<file path="src/cfdl_fifo.sv">
// cfdl_fifo: small first-in first-out queue between the front and back parts.
// No dependencies.
module cfdl_fifo #(
  parameter int WIDTH = 8,
  parameter int DEPTH = 2,
  localparam int PW = (DEPTH > 1) ? $clog2(DEPTH) : 1
) (
  input  logic             clk,
  input  logic             rst,
  input  logic             push,
  input  logic [WIDTH-1:0] wdata,
  input  logic             pop,
  output logic [WIDTH-1:0] rdata,
  output logic             full,
  output logic             empty
);

  logic [WIDTH-1:0] slots [DEPTH];
  logic [PW-1:0]    wr_ptr;
  logic [PW-1:0]    rd_ptr;
  logic [PW:0]      count;

  assign full  = (count == (PW + 1)'(DEPTH));
  assign empty = (count == '0);
  assign rdata = slots[rd_ptr];

  always_ff @(posedge clk) begin
    if (push) begin
      slots[wr_ptr] <= wdata;
    end
  end

  always_ff @(posedge clk) begin
    if (rst) begin
      wr_ptr <= '0;
      rd_ptr <= '0;
      count  <= '0;
    end else begin
      if (push) begin
        wr_ptr <= (wr_ptr == PW'(DEPTH - 1)) ? '0 : wr_ptr + PW'(1);
      end
      if (pop) begin
        rd_ptr <= (rd_ptr == PW'(DEPTH - 1)) ? '0 : rd_ptr + PW'(1);
      end
      case ({push, pop})
        2'b10:   count <= count + (PW + 1)'(1);
        2'b01:   count <= count - (PW + 1)'(1);
        default: count <= count;
      endcase
    end
  end

endmodule

</file>
<file path="config.mk">
export PLATFORM = sky130hd
export DESIGN_NAME = cfdl_fifo
export DESIGN_NICKNAME = d
export VERILOG_FILES = /design/src/cfdl_fifo.sv
export SDC_FILE = /design/constraint.sdc
export NUM_CORES = 1
export LEC_CHECK = 0
export BUFFER_PORTS_ARGS = -buffer_cell sky130_fd_sc_hd__buf_4
export CORE_MARGIN = 10
export CORE_UTILIZATION = 44
export DETAILED_ROUTE_END_ITERATION = 7
export GPL_TIMING_DRIVEN = 0
export MAX_ROUTING_LAYER = met4
export PLACE_DENSITY = 0.75
export SLEW_MARGIN = 15
export SYNTH_ARGS = -nofsm -noshare
export SYNTH_HDL_FRONTEND = slang
export SYNTH_SLANG_ARGS = --single-unit
</file>
<file path="constraint.sdc">
create_clock -name clk -period 1.2 [get_ports clk]
set_input_delay 0.24 -clock clk [delete_from_list [all_inputs] [get_ports clk]]
set_output_delay 0.24 -clock clk [all_outputs]
set_load 0.005 [all_outputs]
</file>
==> results.json, run 1 <==
{
  "status": "finished, violations left",
  "failed_checks": "setup timing",
  "yosys-top-cells-area": "edfxtp_1, dfxtp_1, mux2_2",
  "synth_xor_area_frac": 0.0449,
  "slew_headroom": 0.704,
  "hold_path_depth": 2,
  "skew_ps": 0.785,
  "crit_chain": "buf_8 -> mux2_4 -> buf_6",
  "initial_core_util": 0.457,
  "area_growth_pct": 38.6,
  "synthAdderAreaFrac": 0.0160,
  "rows": 15,
  "syn_area_um2": 781,
  "clkLatencyLatePin_ps": 290,
  "switching_share": 0.213,
  "final_util": 0.634,
  "reg2regPathDepth": 1,
  "seq_area_um2": 583,
  "cp_max_fo": 8,
  "num_antenna_cells": 0,
  "hold_viol_final": 0,
  "ant_nets": 0,
  "gp_congestion": 0.633,
  "yosysUniqueCellTypes": 14,
  "grt_pass1_wl_mm": 2.35,
  "grt_overflow_total": 0,
  "peakVddDrop_uv": 827,
  "dp_hpwl_um": 988,
  "core_area_um2": 1710,
  "reg2reg_slack_ps": 100,
  "hold_path.class": "in -> reg",
  "finalMaxSlewViolations": 0,
  "p_leak_uw": 0.000439,
  "die_x_um": 62.1,
  "fin_crit_sh": 1.20,
  "synthMuxAreaShare": 0.115,
  "setup_ws_ps": -235,
  "tightest_slew_ps": 444,
  "grt_max_degree": 12,
  "maxCapViolCount": 0,
  "drc": 0,
  "r2r_start": "wr_ptr",
  "p_int_uw": 1150,
  "numCtsBuffers": 3,
  "share_seq_of_total_power": 0.589,
  "synth_top_family_by_area": "multiplexers",
  "yosysTopAreaCell": "edfxtp_1",
  "cts_sinks": 21,
  "drtIter0Drc": 6,
  "rsz0062_at_grt": "yes",
  "syn_nets": 60,
  "combPwrFrac": 0.195,
  "clockRootBuffer": "clkbuf_4",
  "max_freq_mhz": 697,
  "wl_per_cell_um": 13.5,
  "viasPerCell": 4.51,
  "critPathSlowestCell": "dfxtp_2",
  "track_usage": 0.0777,
  "die_area_um2": 3860,
  "path_class": "reg -> out",
  "p_clk_frac": 0.216,
  "yosys_warnings": 0,
  "syn_inst": 47,
  "ys_seq_area_frac": 0.744,
  "end_kind": "output pin",
  "dr.pass1.iters": 3,
  "drive_gt1_frac": 0.521,
  "multi_input_area_um2": 224,
  "fin_nets": 87,
  "htreeDepth": 1,
  "io_buffers": 21,
  "startpoint_type": "flop",
  "path_clk_slew_ps": 100,
  "fin_crit_ps": 1440,
  "p_sw_uw": 312,
  "antenna_found_initial": 0,
  "worstPathRequired_ps": 960,
  "power_uw": 1460,
  "final_cells": 98,
  "setup_viol": 8,
  "p_per_area_nw_per_um2": 1350,
  "num_vias": 442,
  "numPlacedInstances": 93,
  "slowest_delay_ps": 340,
  "die_h_um": 62.1,
  "cts_tree": "done",
  "first_global_vias": 501,
  "finalInstanceArea_um2": 1080,
  "synth_seq_cells": 21,
  "place_area_um2": 970,
  "yosys.area_share.simple": 0.0561,
  "routed_wl_mm": 1.33,
  "synth_top_area_share": 0.615,
  "timing.rr.end": "slots[1][7]",
  "fillers": 133,
  "crit_arrival_ps": 1200,
  "pin_count": 22,
  "synth_area_per_cell_um2": 16.6,
  "crit_path_end": "rdata[2]",
  "synth_compound_area_frac": 0.0128,
  "ctsLongestPathBuffers": 2
}
[cells in the mapped netlist]
library cell,n
and2b_2,1
xor2_1,1
o21ai_0,1
inv_1,1
or3_1,1
nor2_1,6
mux2_2,8
a21oi_1,1
edfxtp_1,16
dfxtp_1,5
and2_1,1
buf_2,1
xnor2_1,3
ha_1,1
[worst max-delay path, delay by kind of cell, from the launching register on]
kind,cells,cell delay (ps)
buffers and inverters,2,260
DFF,1,340
muxes,1,310
[per-layer routing]
layer / GRT usage / up-vias / part of all wire
met4: 0.0343 / 0 / 0.0098
met5: - / - / 0
met3: 0.0287 / 2 / 0.062
met1: 0.0747 / 209 / 0.39
li1: - / 219 / -
met2: 0.136 / 12 / 0.54
[power by group through the flow]
stage / combinational, uW / clock [uW] / sequential (uW)
2_1_floorplan: 111 / 0 / 871
3_3_place_gp: 219 / 0 / 874
3_5_place_dp: 224 / 0 / 877
4_1_cts: 292 / 328 / 863
5_1_grt: 313 / 355 / 870
6_report: 286 / 316 / 863
[flip-flops by register name, indices dropped and copies added, names as in the netlist, named ones only]
| register | count |
|---|---|
| wr_ptr | 1 |
| rd_ptr | 1 |
| slots | 16 |
| count | 2 |
[kinds of logic (layout without fill, tap and decap cells)]
kind of cell / count (synthesis) / after routing
fa+ha+maj: 1 / 1
buf+inv: 2 / 28
flops: 21 / 21
mux: 8 / 8
compound gates: 2 / 2
simple gates: 9 / 9
xor+xnor: 4 / 4
[layout by cell type (no fill, tap or decap), drive strengths merged, types with 3 or more instances in the layout]
master  count
buf        23
clkbuf      4
dfxtp       5
edfxtp     16
mux2        8
nor2        6
xnor2       3
[what timing repair did]
action | in CTS | in global routing
resized for setup | 23 | 0
buffers inserted | 1 | 0
hold buffers | 0 | 0
pin swaps | 0 | 0
endpoints found under the setup margin | 17 | 9
[worst min-delay path by stage]
stage / startpoint / to / slack [ps]
floorplan: rst / count[1] / 310
global placement: wdata[0] / slots[0][0] / 430
detailed placement: wdata[0] / slots[0][0] / 430
CTS: rst / flop / 110
global route: wdata[4] / slots[0][4] / 110
finish: rst / flop / 130
[through the flow]
stage | hold slack (ps) | TNS [ps] | setup WS (ps)
after floorplan | 309 | 0 | 66.6
after global placement | 425 | -1010 | -94.3
after detailed placement | 428 | -1200 | -115
after CTS | 114 | -2020 | -256
after global routing | 110 | -2270 | -286
final | 127 | -1850 | -235
[final cells by class]
| cell class | instances | area share |
|---|---|---|
| sequential | 21 | 0.539 |
| multi-input combinational | 24 | 0.207 |
| timing repair buffer | 22 | 0.184 |
| tap | 25 | 0.0289 |
| clock buffer | 4 | 0.0243 |
| buffer | 1 | 0.0139 |
| inverter | 1 | 0.00347 |
(Power assumes the default switching activity.)
==> inputs of run 2 (changes only) <==
==> constraint.sdc (replaced) <==
create_clock -name clk -period 1.2 [get_ports clk]
set_input_delay 0.12 -clock clk [delete_from_list [all_inputs] [get_ports clk]]
set_output_delay 0.12 -clock clk [all_outputs]
set_load 0.005 [all_outputs]
==> run 2 against run 1 <==
The flow still finishes with violations (setup timing). Via count up 10%. Clock skew up 2.6 ps. Sequential share of layout area down 3.7 points. Total power up 1.8%. Sequential power about the same. Fmax up 8.0%. Combinational power up 4%.
==> results.json, run 2 (synthesized netlist as in run 1, its figures left out) <==
{
  "status": "finished, violations left",
  "failed_checks": "setup timing",
  "path_class": "reg -> out",
  "tightest_slew_ps": 443,
  "p_clk_frac": 0.219,
  "power_uw": 1490,
  "startpoint_type": "flop",
  "cts_sinks": 21,
  "worstHoldStart": "push",
  "largest_register_ffs": 16,
  "peakVddDrop_uv": 829,
  "dr.pass1.iters": 4,
  "fillers": 124,
  "crit_arrival_ps": 1210,
  "dp_hpwl_um": 988,
  "cp_max_fo": 8,
  "place_area_um2": 970,
  "hold_path.class": "in -> reg",
  "grt_max_degree": 12,
  "path_clk_slew_ps": 110,
  "layout.cells.most_common": "edfxtp_1",
  "p_sw_uw": 328,
  "finalInstanceArea_um2": 1160,
  "drc": 0,
  "grt_overflow_total": 0,
  "combPwrFrac": 0.200,
  "drive_gt1_frac": 0.457,
  "clkLatencyLatePin_ps": 290,
  "ant_nets": 0,
  "maxCapViolCount": 0,
  "ctsLongestPathBuffers": 2,
  "initial_core_util": 0.457,
  "largestRegisters": "slots: 16 flops, count: 2 flops",
  "max_freq_mhz": 753,
  "p_per_area_nw_per_um2": 1280,
  "final_cell_mix": "edfxtp_1, buf_4, dlygate4sd3_1",
  "grt_pass1_wl_mm": 2.49,
  "rsz0062_at_grt": "yes",
  "finalMaxSlewViolations": 0,
  "switching_share": 0.220,
  "wl_per_cell_um": 13.9,
  "clockRootBuffer": "clkbuf_4",
  "num_vias": 487,
  "cts_tree": "done",
  "area_growth_pct": 48.7,
  "hold_path_depth": 3,
  "seq_area_um2": 583,
  "slowest_delay_ps": 350,
  "crit_chain": "buf_8 -> mux2_4 -> buf_6",
  "top_register": "slots",
  "numCtsBuffers": 3,
  "end_kind": "output pin",
  "setup_viol": 8,
  "reg2regPathDepth": 1,
  "die_h_um": 62.1,
  "gp_congestion": 0.633,
  "p_int_uw": 1160,
  "worstPathRequired_ps": 1080,
  "hold_viol_final": 0,
  "rows": 15,
  "die_x_um": 62.1,
  "htreeDepth": 1,
  "share_seq_of_total_power": 0.581,
  "r2r_start": "wr_ptr",
  "fin_crit_sh": 1.11,
  "pin_count": 22,
  "drtIter0Drc": 29,
  "critPathSlowestCell": "dfxtp_2",
  "fin_crit_ps": 1330,
  "core_area_um2": 1710,
  "p_leak_uw": 0.000470,
  "die_area_um2": 3860,
  "setup_ws_ps": -129,
  "skew_ps": 3.34,
  "slew_headroom": 0.704,
  "routed_wl_mm": 1.47,
  "multi_input_area_um2": 224,
  "track_usage": 0.0815,
  "antenna_found_initial": 0,
  "io_buffers": 21,
  "num_antenna_cells": 0,
  "viasPerCell": 4.59,
  "first_global_vias": 554,
  "fin_nets": 95
}
==> run 2: layout make-up <==
cell class	instances	area share
buffer	1	0.0129
clock buffer	4	0.0226
inverter	1	0.00323
multi-input combinational	24	0.193
sequential	21	0.502
tap	25	0.0269
timing repair buffer	30	0.239
==> run 2: routing by layer <==
metal,vias up,wire length [um],track usage
met5,-,0,-
met1,227,585,0.0778
met3,6,87,0.0287
met2,20,735,0.137
li1,234,-,-
met4,0,62,0.0514
==> run 2: timing repair <==
action,CTS,global route
setup endpoints to repair,16,9
gates cloned,0,0
hold endpoints to repair,9,8
hold buffers,5,4
setup buffers,0,0
gates resized for setup,21,1
==> run 2: worst paths after layout <==
kind	to	slack, ps
hold reg to reg	count[1]	510
setup / recovery	rdata[2]	-130
hold / removal	wr_ptr	80
setup reg to reg	slots[1][0]	100
==> run 2: critical path, delay by kind of cell, from the launching register on <==
kind	cells	cell delay [ps]
flip-flops	1	350
multiplexers	1	310
buffers and inverters	2	260
==> run 2: through the flow <==
| stage | util | instances | TNS (ps) | hold slack (ps) | setup slack (ps) |
|---|---|---|---|---|---|
| floorplan | - | 47 | 0 | 189 | 135 |
| global placement | 0.568 | 93 | -289 | 305 | -36.3 |
| detailed placement | 0.568 | 93 | -465 | 308 | -58.3 |
| CTS | 0.656 | 102 | -1050 | 3.29 | -136 |
| global route | 0.680 | 106 | -1330 | 89.7 | -172 |
| finish | 0.680 | 106 | -1000 | 79.0 | -129 |
==> run 2: power by group through the flow <==
stage	Sequential, uW	Combinational [uW]	Clock, uW
6_report	866	298	327
5_1_grt	873	326	367
4_1_cts	865	292	328
3_5_place_dp	877	224	0
3_3_place_gp	874	219	0
2_1_floorplan	871	111	0
==> inputs of run 3 (changes only) <==
Settings changed: GPL_ROUTABILITY_DRIVEN set to 1, GPL_TIMING_DRIVEN 0 to not set.
==> run 3 against run 2 <==
The flow still finishes with violations (setup timing). Fmax is 0.36% higher. Highest routed layer unchanged. Register-to-register slack better by 110 ps. Critical path depth stayed put. Die area stayed put. Clock power is 2% lower. Critical endpoint is now rdata[1]. Total power is 0.56% higher. Critical path type unchanged. Sequential power hardly changed.
==> results.json, run 3 (synthesized netlist as in run 1, its figures left out) <==
{
  "htreeDepth": 1,
  "skew_ps": 5.36,
  "startpoint_type": "flop",
  "wl_met1_um": 610,
  "failed_checks": "setup timing",
  "reg2reg_slack_ps": 210,
  "cts_tree": "done",
  "setup_ws_ps": -124,
  "hold_path_depth": 3,
  "crit_arrival_ps": 1200,
  "clkLatencyLatePin_ps": 290,
  "reg2regPathDepth": 3,
  "wl_met3_um": 59,
  "clockRootBuffer": "clkbuf_4",
  "hold_path.class": "in -> reg",
  "fin_crit_ps": 1320,
  "topRoutingLayerUsed": "met4",
  "holdPathEnd": "wr_ptr",
  "r2r_start": "count[0]",
  "dp_hpwl_um": 998,
  "wl_per_cell_um": 14.0,
  "p_per_area_nw_per_um2": 1260,
  "num_antenna_cells": 0,
  "io_buffers": 21,
  "cts_sinks": 21,
  "slew_headroom": 0.886,
  "finalMaxSlewViolations": 0,
  "die_x_um": 62.1,
  "setup_viol": 8,
  "area_growth_pct": 51.9,
  "fin_crit_sh": 1.10,
  "final_cell_mix": "edfxtp_1, buf_4, dlygate4sd3_1",
  "largestRegisters": "slots: 16 flops, count: 2 flops",
  "tightest_slew_ps": 170,
  "rsz0062_at_grt": "yes",
  "drive_gt1_frac": 0.458,
  "worstPathRequired_ps": 1080,
  "peakVddDrop_uv": 755,
  "status": "finished, violations left",
  "final_util": 0.695,
  "core_area_um2": 1710,
  "finalInstanceArea_um2": 1190,
  "top_register": "slots",
  "grt_overflow_total": 0,
  "ant_nets": 0,
  "ctsLongestPathBuffers": 2,
  "initial_core_util": 0.457,
  "timing.rr.end": "count[1]",
  "path_clk_slew_ps": 110,
  "antenna_found_initial": 0,
  "dr.pass1.iters": 3,
  "drtIter0Drc": 20,
  "first_global_vias": 541,
  "drc": 0,
  "grt_pass1_wl_mm": 2.57,
  "grt_max_degree": 12,
  "worstHoldStart": "push",
  "maxCapViolCount": 0,
  "max_freq_mhz": 755,
  "p_leak_uw": 0.000484,
  "hold_viol_final": 0,
  "cts_setup_buffers": 0,
  "largest_register_ffs": 16,
  "viasPerCell": 4.54,
  "met2WireLength_um": 830,
  "track_usage": 0.0833,
  "gp_congestion": 0.629,
  "path_class": "reg -> out",
  "hold_slack_ps": 76.4,
  "fin_nets": 97,
  "die_h_um": 62.1,
  "numCtsBuffers": 3,
  "routed_wl_mm": 1.51,
  "rows": 15,
  "end_kind": "output pin",
  "power_uw": 1500,
  "die_area_um2": 3860,
  "place_area_um2": 1000,
  "pin_count": 22,
  "cp_max_fo": 8,
  "num_vias": 490,
  "layout.cells.most_common": "edfxtp_1"
}
run 3: layout make-up:
cell class              instances  area [um2]
clock buffers                   4        26.3
multi-input cells              24         221
flip-flops and latches         21         583
fillers                       120         522
repair buffers                 33         320
well taps                      25        31.3
inverters                       1        3.75
run 3: worst max-delay path, cell delays in order, from the launching register on:
cell     delay (ps)
dfxtp_2         340
buf_8           140
mux2_4          310
buf_6           120
run 3: through the flow:
stage	setup slack [ps]	TNS, ps	std cells
CTS	-136	-1040	104
detailed placement	32.0	0	95
floorplan	135	0	47
global route	-168	-1320	108
global placement	65.1	0	95
finish	-124	-951	108
run 3: timing repair:
| item | CTS | global route |
|---|---|---|
| hold endpoints to repair | 9 | 8 |
| setup endpoints to repair | 8 | 9 |
| gates resized for setup | 19 | 1 |
| hold buffers | 5 | 4 |
run 3: worst max path at each step:
stage               startpoint           to  slack, ps  depth (start not counted)
detailed placement        push     count[1]         30                          5
floorplan               wr_ptr  slots[0][0]        140                          1
CTS                       flop     rdata[2]       -140                          3
global route              flop     rdata[1]       -170                          3
global placement          push     count[1]         70                          5
finish                    flop     rdata[1]       -120                          3
run 3: where the power goes:
group	switching (uW)	leakage [uW]	internal, uW
clock	193	0.0000150	129
sequential	24.1	0.000192	840
combinational	109	0.000276	204
total	325	0.000484	1170
run 3: metal layers:
metal  GRT usage  up-vias
met3      0.0251        2
met2       0.136       12
met4      0.0343        0
li1            -      238
met1      0.0924      238
met5           -        -
